--- config.mk ---
export PLATFORM = sky130hd
export DESIGN_NAME = utf8_stream_validator
export DESIGN_NICKNAME = d
export VERILOG_FILES = /design/src/usv_pkg.sv /design/src/utf8_stream_validator.sv /design/src/usv_step.sv
export SDC_FILE = /design/constraint.sdc
export NUM_CORES = 1
export LEC_CHECK = 0
export BUFFER_PORTS_ARGS = -buffer_cell sky130_fd_sc_hd__clkbuf_2
export CAP_MARGIN = 10
export CORE_MARGIN = 2
export CORE_UTILIZATION = 50
export CTS_BUF_LIST = sky130_fd_sc_hd__clkbuf_4 sky130_fd_sc_hd__clkbuf_8 sky130_fd_sc_hd__clkbuf_16
export DETAILED_ROUTE_END_ITERATION = 6
export GPL_ROUTABILITY_DRIVEN = 0
export GPL_TIMING_DRIVEN = 1
export PLACE_DENSITY = 0.75
export SLEW_MARGIN = 20
export SYNTH_ARGS = -nofsm -noshare
export SYNTH_HDL_FRONTEND = slang
export SYNTH_SLANG_ARGS = --single-unit
--- constraint.sdc ---
create_clock -name clk_i -period 2.45 [get_ports clk_i]
set_clock_uncertainty 0.15 [all_clocks]
set_input_delay 0.49 -clock clk_i [delete_from_list [all_inputs] [get_ports clk_i]]
set_output_delay 0.49 -clock clk_i [all_outputs]
set_load 0.01 [all_outputs]
--- src/usv_pkg.sv ---
// shared types and constants of the utf-8 stream validator
package usv_pkg;

  localparam logic [7:0] BYTE_TERM     = 8'h00;
  localparam logic [7:0] BYTE_TAB      = 8'h09;
  localparam logic [7:0] BYTE_LF       = 8'h0A;
  localparam logic [7:0] BYTE_CR       = 8'h0D;
  localparam logic [7:0] BYTE_SPACE    = 8'h20;
  localparam logic [7:0] BYTE_TILDE    = 8'h7E;
  localparam logic [7:0] LEAD2_MIN     = 8'hC2;
  localparam logic [7:0] LEAD2_MAX     = 8'hDF;
  localparam logic [7:0] LEAD3_MIN     = 8'hE0;
  localparam logic [7:0] LEAD3_MAX     = 8'hEF;
  localparam logic [7:0] LEAD3_SURR    = 8'hED;
  localparam logic [7:0] LEAD4_MIN     = 8'hF0;
  localparam logic [7:0] LEAD4_MAX     = 8'hF4;
  localparam logic [7:0] CONT_MIN      = 8'h80;
  localparam logic [7:0] CONT_MAX      = 8'hBF;
  localparam logic [7:0] CONT3_HI_MIN  = 8'hA0;
  localparam logic [7:0] CONT4_HI_MIN  = 8'h90;
  localparam logic [7:0] CONT3_LO_MAX  = 8'h9F;
  localparam logic [7:0] CONT4_LO_MAX  = 8'h8F;

  localparam logic [1:0] PEND_NONE  = 2'd0;
  localparam logic [1:0] PEND_TWO   = 2'd2;
  localparam logic [1:0] PEND_THREE = 2'd3;

  // allowed range of the next continuation byte
  typedef enum logic [1:0] {
    RANGE_PLAIN = 2'd0,
    RANGE_HIGH  = 2'd1,
    RANGE_LOW   = 2'd2
  } range_e;

  typedef struct packed {
    logic [1:0] bytes_pending;
    range_e     range_code;
    logic       error_seen;
  } usv_state_t;

endpackage

--- src/utf8_stream_validator.sv ---
// top level of the utf-8 stream validator
//
// Checks a zero-terminated byte string as strict UTF-8 limited to printable
// text (tab, LF and CR are the only ASCII control characters allowed; DEL,
// overlong forms, surrogates and code points above U+10FFFF fail). Bytes enter
// one per item on the data channel; the block sustains one byte per clock
// except while a terminator waits for the result register. Only the zero
// terminator produces an item on the result channel: string_valid_o is 1 when
// the string just ended was well formed (an empty string counts as valid),
// and the checker state is cleared for the next string. A taken terminator
// passes from the input register into the result register, which offers the
// verdict on the result channel. The running state (continuation bytes
// pending, allowed range of the next continuation byte, sticky error) is
// updated once per byte as the byte leaves the input register. A terminator
// waits in the input register only while the result register still holds an
// untaken verdict; ordinary bytes never wait on the result side.
module utf8_stream_validator
  import usv_pkg::*;
(
  input  logic       clk_i,
  input  logic       rst_ni,
  // byte channel
  input  logic       data_valid_i,
  input  logic [7:0] data_byte_i,
  output logic       data_stall_o,
  // verdict channel
  output logic       result_valid_o,
  output logic       string_valid_o,
  input  logic       result_stall_i
);

  // input register
  logic       in_valid_q, in_valid_d;
  logic [7:0] in_byte_q;

  // checker state
  usv_state_t state_q, state_d, step_state;

  // result register
  logic       out_valid_q, out_valid_d;
  logic       verdict_q, verdict_d;

  logic is_term;
  logic verdict;
  logic out_free;
  logic advance;
  logic accept;

  usv_step u_step (
    .data_byte_i (in_byte_q),
    .state_i     (state_q),
    .state_o     (step_state),
    .is_term_o   (is_term),
    .verdict_o   (verdict)
  );

  // result slot is free if empty or being taken this cycle
  assign out_free = !out_valid_q || !result_stall_i;
  // the held byte moves on unless it is a terminator with nowhere to go
  assign advance  = in_valid_q && (!is_term || out_free);

  assign data_stall_o = in_valid_q && !advance;
  assign accept       = data_valid_i && !data_stall_o;

  always_comb begin
    in_valid_d = in_valid_q;
    if (!data_stall_o) begin
      in_valid_d = data_valid_i;
    end
  end

  // state moves only with a byte leaving the input register
  assign state_d = advance ? step_state : state_q;

  always_comb begin
    out_valid_d = out_valid_q;
    verdict_d   = verdict_q;
    if (advance && is_term) begin
      out_valid_d = 1'b1;
      verdict_d   = verdict;
    end else if (!result_stall_i) begin
      out_valid_d = 1'b0;
    end
  end

  always_ff @(posedge clk_i or negedge rst_ni) begin
    if (!rst_ni) begin
      in_valid_q  <= 1'b0;
      out_valid_q <= 1'b0;
      state_q     <= '{bytes_pending: PEND_NONE, range_code: RANGE_PLAIN, error_seen: 1'b0};
    end else begin
      in_valid_q  <= in_valid_d;
      out_valid_q <= out_valid_d;
      state_q     <= state_d;
    end
  end

  // payload registers, no reset
  always_ff @(posedge clk_i) begin
    if (accept) begin
      in_byte_q <= data_byte_i;
    end
    verdict_q <= verdict_d;
  end

  assign result_valid_o = out_valid_q;
  assign string_valid_o = verdict_q;

  // a terminator that leaves the input register shows up as a result next cycle
  a_term_gives_result: assert property (@(posedge clk_i) disable iff (!rst_ni)
    (advance && is_term) |=> out_valid_q)
    else $error("terminator did not produce a result");

  // state is clean after a terminator
  a_term_clears_state: assert property (@(posedge clk_i) disable iff (!rst_ni)
    (advance && is_term) |=>
      (state_q.bytes_pending == PEND_NONE && state_q.range_code == RANGE_PLAIN &&
       !state_q.error_seen))
    else $error("state not cleared after terminator");

  // an error leaves nothing pending
  a_error_no_pending: assert property (@(posedge clk_i) disable iff (!rst_ni)
    state_q.error_seen |->
      (state_q.bytes_pending == PEND_NONE && state_q.range_code == RANGE_PLAIN))
    else $error("pending bytes alongside error");

  // a narrowed range only exists right after a three- or four-byte lead
  a_range_needs_lead: assert property (@(posedge clk_i) disable iff (!rst_ni)
    (state_q.range_code != RANGE_PLAIN) |->
      (state_q.bytes_pending == PEND_TWO || state_q.bytes_pending == PEND_THREE))
    else $error("range code without multi-byte lead");

  // a held result is not overwritten while stalled
  a_result_held: assert property (@(posedge clk_i) disable iff (!rst_ni)
    (out_valid_q && result_stall_i) |=> (out_valid_q && $stable(verdict_q)))
    else $error("stalled verdict changed");

endmodule

--- src/usv_step.sv ---
// per-byte state update and verdict of the utf-8 checker
module usv_step
  import usv_pkg::*;
(
  input  logic [7:0] data_byte_i,
  input  usv_state_t state_i,
  output usv_state_t state_o,
  output logic       is_term_o,
  output logic       verdict_o
);

  logic [7:0] cont_lo;
  logic [7:0] cont_hi;
  logic       cont_ok;
  logic       plain_ok;
  logic       four_byte;

  assign four_byte = (state_i.bytes_pending == PEND_THREE);

  always_comb begin
    cont_lo = CONT_MIN;
    cont_hi = CONT_MAX;
    unique case (state_i.range_code)
      RANGE_PLAIN: ;
      RANGE_HIGH:  cont_lo = four_byte ? CONT4_HI_MIN : CONT3_HI_MIN;
      RANGE_LOW:   cont_hi = four_byte ? CONT4_LO_MAX : CONT3_LO_MAX;
      default:     ;
    endcase
  end

  assign cont_ok  = (data_byte_i >= cont_lo) && (data_byte_i <= cont_hi);
  assign plain_ok = (data_byte_i == BYTE_TAB) || (data_byte_i == BYTE_LF) ||
                    (data_byte_i == BYTE_CR) ||
                    ((data_byte_i >= BYTE_SPACE) && (data_byte_i <= BYTE_TILDE));

  assign is_term_o = (data_byte_i == BYTE_TERM);
  assign verdict_o = !state_i.error_seen && (state_i.bytes_pending == PEND_NONE);

  always_comb begin
    state_o = state_i;
    priority if (is_term_o) begin
      state_o = '{bytes_pending: PEND_NONE, range_code: RANGE_PLAIN, error_seen: 1'b0};
    end else if (state_i.error_seen) begin
      // sticky until the terminator
    end else if (state_i.bytes_pending != PEND_NONE) begin
      if (cont_ok) begin
        state_o.bytes_pending = state_i.bytes_pending - 2'd1;
        state_o.range_code    = RANGE_PLAIN;
      end else begin
        state_o = '{bytes_pending: PEND_NONE, range_code: RANGE_PLAIN, error_seen: 1'b1};
      end
    end else if (plain_ok) begin
      // single-byte character, nothing pending
    end else if ((data_byte_i >= LEAD2_MIN) && (data_byte_i <= LEAD2_MAX)) begin
      state_o.bytes_pending = 2'd1;
      state_o.range_code    = RANGE_PLAIN;
    end else if ((data_byte_i >= LEAD3_MIN) && (data_byte_i <= LEAD3_MAX)) begin
      state_o.bytes_pending = PEND_TWO;
      state_o.range_code    = (data_byte_i == LEAD3_MIN)  ? RANGE_HIGH :
                              (data_byte_i == LEAD3_SURR) ? RANGE_LOW  : RANGE_PLAIN;
    end else if ((data_byte_i >= LEAD4_MIN) && (data_byte_i <= LEAD4_MAX)) begin
      state_o.bytes_pending = PEND_THREE;
      state_o.range_code    = (data_byte_i == LEAD4_MIN) ? RANGE_HIGH :
                              (data_byte_i == LEAD4_MAX) ? RANGE_LOW  : RANGE_PLAIN;
    end else begin
      state_o = '{bytes_pending: PEND_NONE, range_code: RANGE_PLAIN, error_seen: 1'b1};
    end
  end

endmodule

==> impl_metrics.py <==
metrics = {
    "placement": {
        "dp.cells": 141,
        "io_buffers": 14,
        "hpwl_um": 1600,
        "place_ws_ns": -0.0367,
    },
    "timing": {
        "fmax_mhz": 415,
        "slew_violations": 0,
        "hold_ws_ns": 0.214,
        "grt_setup_unrepaired": "yes",
        "finalSetupViolations": 0,
        "max_slew.worst_pin.slew_ns": 0.372,
        "period_share_pct": 98.4,
        "hold_viol_final": 0,
        "slew_headroom_pct": 75.0,
        "fin_crit_ns": 2.41,
        "worst_slack_ns": 0.0380,
        "tns_ns": 0,
    },
    "clock_network": {
        "clk-insertion-delay-late_ns": 0.29,
        "numCtsBuffers": 3,
        "clk_pin_slew_ns": 0.10,
        "cts_tree": "built",
        "htreeDepth": 1,
        "clk_path_buf_depth": 2,
        "root_buffer": "clkbuf_4",
        "cts_sinks": 16,
    },
    "final_layout": {
        "num_antenna_cells": 0,
        "nets": 148,
        "layout_common_cells": "buf_4 (14), clkbuf_2 (13), edfxtp_1 (9)",
        "final_common_cell": "buf_4",
        "instances_no_fill": 156,
        "area_growth_pct": 26.9,
        "drive_gt1_share_pct": 34.9,
    },
    "power_and_ir_drop": {
        "p_sw_share_pct": 34.2,
        "leakagePower_nw": 0.597,
        "combinationalPowerShare_pct": 37.7,
        "power.internal_uw": 563,
        "max-vdd-ir-drop_uv": 402,
        "power_frac_seq_pct": 41.3,
        "power.density_nw_per_um2": 648,
        "pwr-share-clk_pct": 21.0,
        "p_switching_uw": 293,
    },
    "logic_synthesis": {
        "synthCells": 98,
        "ys_seq_area_share_pct": 42.8,
        "synth_area_leader_cell": "edfxtp_1",
        "yosysWarnings": 0,
        "ys_types": 41,
        "async_reset_ff_share_pct": 43.8,
        "synth_ff_type": "edfxtp_1",
        "synth_edf_count": 9,
        "avgSynthCellArea_um2": 10.6,
        "netlist_area_um2": 1040,
        "synth.area.top_cells": "edfxtp_1 (26%), dfrtp_1 (17%), ha_1 (7.2%), o21ai_0 (3.4%), o41ai_2 (3.1%)",
        "synth_top_area_share_pct": 26.0,
        "synth-seq-cells": 16,
        "synth_nets": 116,
    },
    "die": {
        "die_area_um2": 2460,
        "start_util_pct": 53.1,
        "rows": 16,
        "pin_count": 15,
        "die_y_um": 49.6,
        "fp.dieW_um": 49.6,
        "core_area_um2": 1960,
    },
    "global_routing": {
        "grt_max_degree": 10,
        "grt_pass1_wl_um": 3580,
        "first_global_vias": 827,
        "antenna_found_initial": 0,
        "grtUsageTotal_pct": 19.1,
        "overflow": 0,
    },
    "setup_path": {
        "crit_path_top_delay_cell": "edfxtp_1",
        "worst_path_largest_cell_delay_ns": 0.47,
        "path_max_fanout": 4,
        "reg2reg_to": "state_q[4]$_DFFE_PN0P_",
        "path_cells": "nor4_4, and2_4, nand4_1, inv_1, buf_2",
        "r2r_slack_ns": 0.12,
        "critPathCapture": "data_stall_o",
        "cp.depth": 5,
        "crit_buf_inv": 2,
        "required_ns": 1.81,
        "r2r_start": "state_q[3]$_DFFE_PN0P_",
        "reg2reg_depth": 8,
        "startpoint": "in_byte_q[2]$_DFFE_PP_",
        "start_kind": "flop",
        "path_delay_family": "simple AND/OR/NAND/NOR gates",
        "cp-end-kind": "primary output",
        "crit_type": "reg2out",
        "arrival_ns": 1.77,
    },
    "min_path": {
        "holdCritPathClass": "in2reg",
    },
    "detailed_routing": {
        "route.detailed.drc": 0,
        "drtIter0Drc": 37,
        "vias_per_cell": 5.93,
        "wire_per_inst_um": 15.4,
        "num_vias": 925,
        "routed_wl_um": 2400,
        "dr.pass1.iters": 4,
        "ant_nets": 0,
    },
    "run": {
        "cap_viol_max_count": 0,
    },
    "status": {
        "status": "finished clean",
    },
}
[registers in the layout, indices dropped and copies added, names as in the netlist]
name            count
state_q             5
in_byte_q           8
in_valid_q          1
result_valid_o      1
string_valid_o      1
[power by group through the flow]
stage	clock (mW)	sequential (mW)	combinational, mW
after CTS	0.181	0.352	0.308
after global placement	0	0.353	0.285
after global routing	0.194	0.356	0.350
after detailed placement	0	0.356	0.288
after floorplan	0	0.351	0.221
final	0.180	0.353	0.323
[cell families (layout without fill, tap and decap cells)]
| kind of cell | count (synthesis) | after routing | synth area share (%) |
|---|---|---|---|
| fa+ha+maj | 6 | 6 | 7.21 |
| simple gates | 37 | 37 | 22.7 |
| buf+inv | 9 | 40 | 4.09 |
| flops | 16 | 16 | 42.8 |
| compound gates | 30 | 30 | 23.2 |
[synth_stat cells (all sizes together), types with 2 or more instances]
cell	instances
a21oi	2
a41oi	2
and2	5
buf	2
dfrtp	7
edfxtp	9
ha	6
inv	7
nand2	6
nand2b	4
nand3	2
nand4	4
nor2	4
nor2b	4
nor3	2
nor4	2
o211ai	3
o21ai	8
o31ai	2
o41ai	2
[worst min-delay path by stage]
stage / startpoint / to / slack, ns / depth (start not counted)
5_1_grt: data_byte_i[4] / in_byte_q[4]$_DFFE_PP_ / 0.21 / 1
3_3_place_gp: rst_ni / state_q[1]$_DFFE_PN0P_ / 0.19 / 1
3_5_place_dp: rst_ni / state_q[4]$_DFFE_PN0P_ / 0.18 / 1
4_1_cts: data_byte_i[4] / in_byte_q[4]$_DFFE_PP_ / 0.21 / 1
6_report: data_byte_i[1] / in_byte_q[1]$_DFFE_PP_ / 0.21 / 1
2_1_floorplan: rst_ni / in_valid_q$_DFFE_PN0N_ / 0.04 / 0
[routing by layer]
| layer | share of wire (%) | vias up | routed length (um) | track usage [%] |
|---|---|---|---|---|
| met1 | 42 | 443 | 1010 | 24.3 |
| met4 | 2.7 | 0 | 65 | 8.80 |
| li1 | - | 439 | - | - |
| met3 | 4.7 | 9 | 113 | 2.12 |
| met2 | 51 | 34 | 1210 | 32.2 |
| met5 | 0 | - | 0 | 0 |
[through the flow]
stage / total power [mW] / area (um2) / util [%]
floorplan: 0.572 / 1060 / -
global placement: 0.638 / 1170 / 59.8
detailed placement: 0.644 / 1170 / 59.8
CTS: 0.841 / 1250 / 63.8
global route: 0.900 / 1320 / 67.3
finish: 0.856 / 1320 / 67.3
[final cells by class]
| cell class | count | area, um2 |
|---|---|---|
| Fill cell | 163 | 641 |
| Timing Repair Buffer | 29 | 185 |
| Tap cell | 27 | 33.8 |
| Sequential cell | 16 | 445 |
| Clock buffer | 4 | 36.3 |
| Multi-Input combinational cell | 73 | 594 |
| Inverter | 7 | 26.3 |
[what timing repair did]
action	4_1_cts	5_1_grt
buffers inserted	1	9
pin swaps	1	4
endpoints found under the hold margin	7	0
resized for setup	3	2
endpoints found under the setup margin	3	4
hold buffers	1	0
No activity file was read; power rests on OpenSTA's default activity.
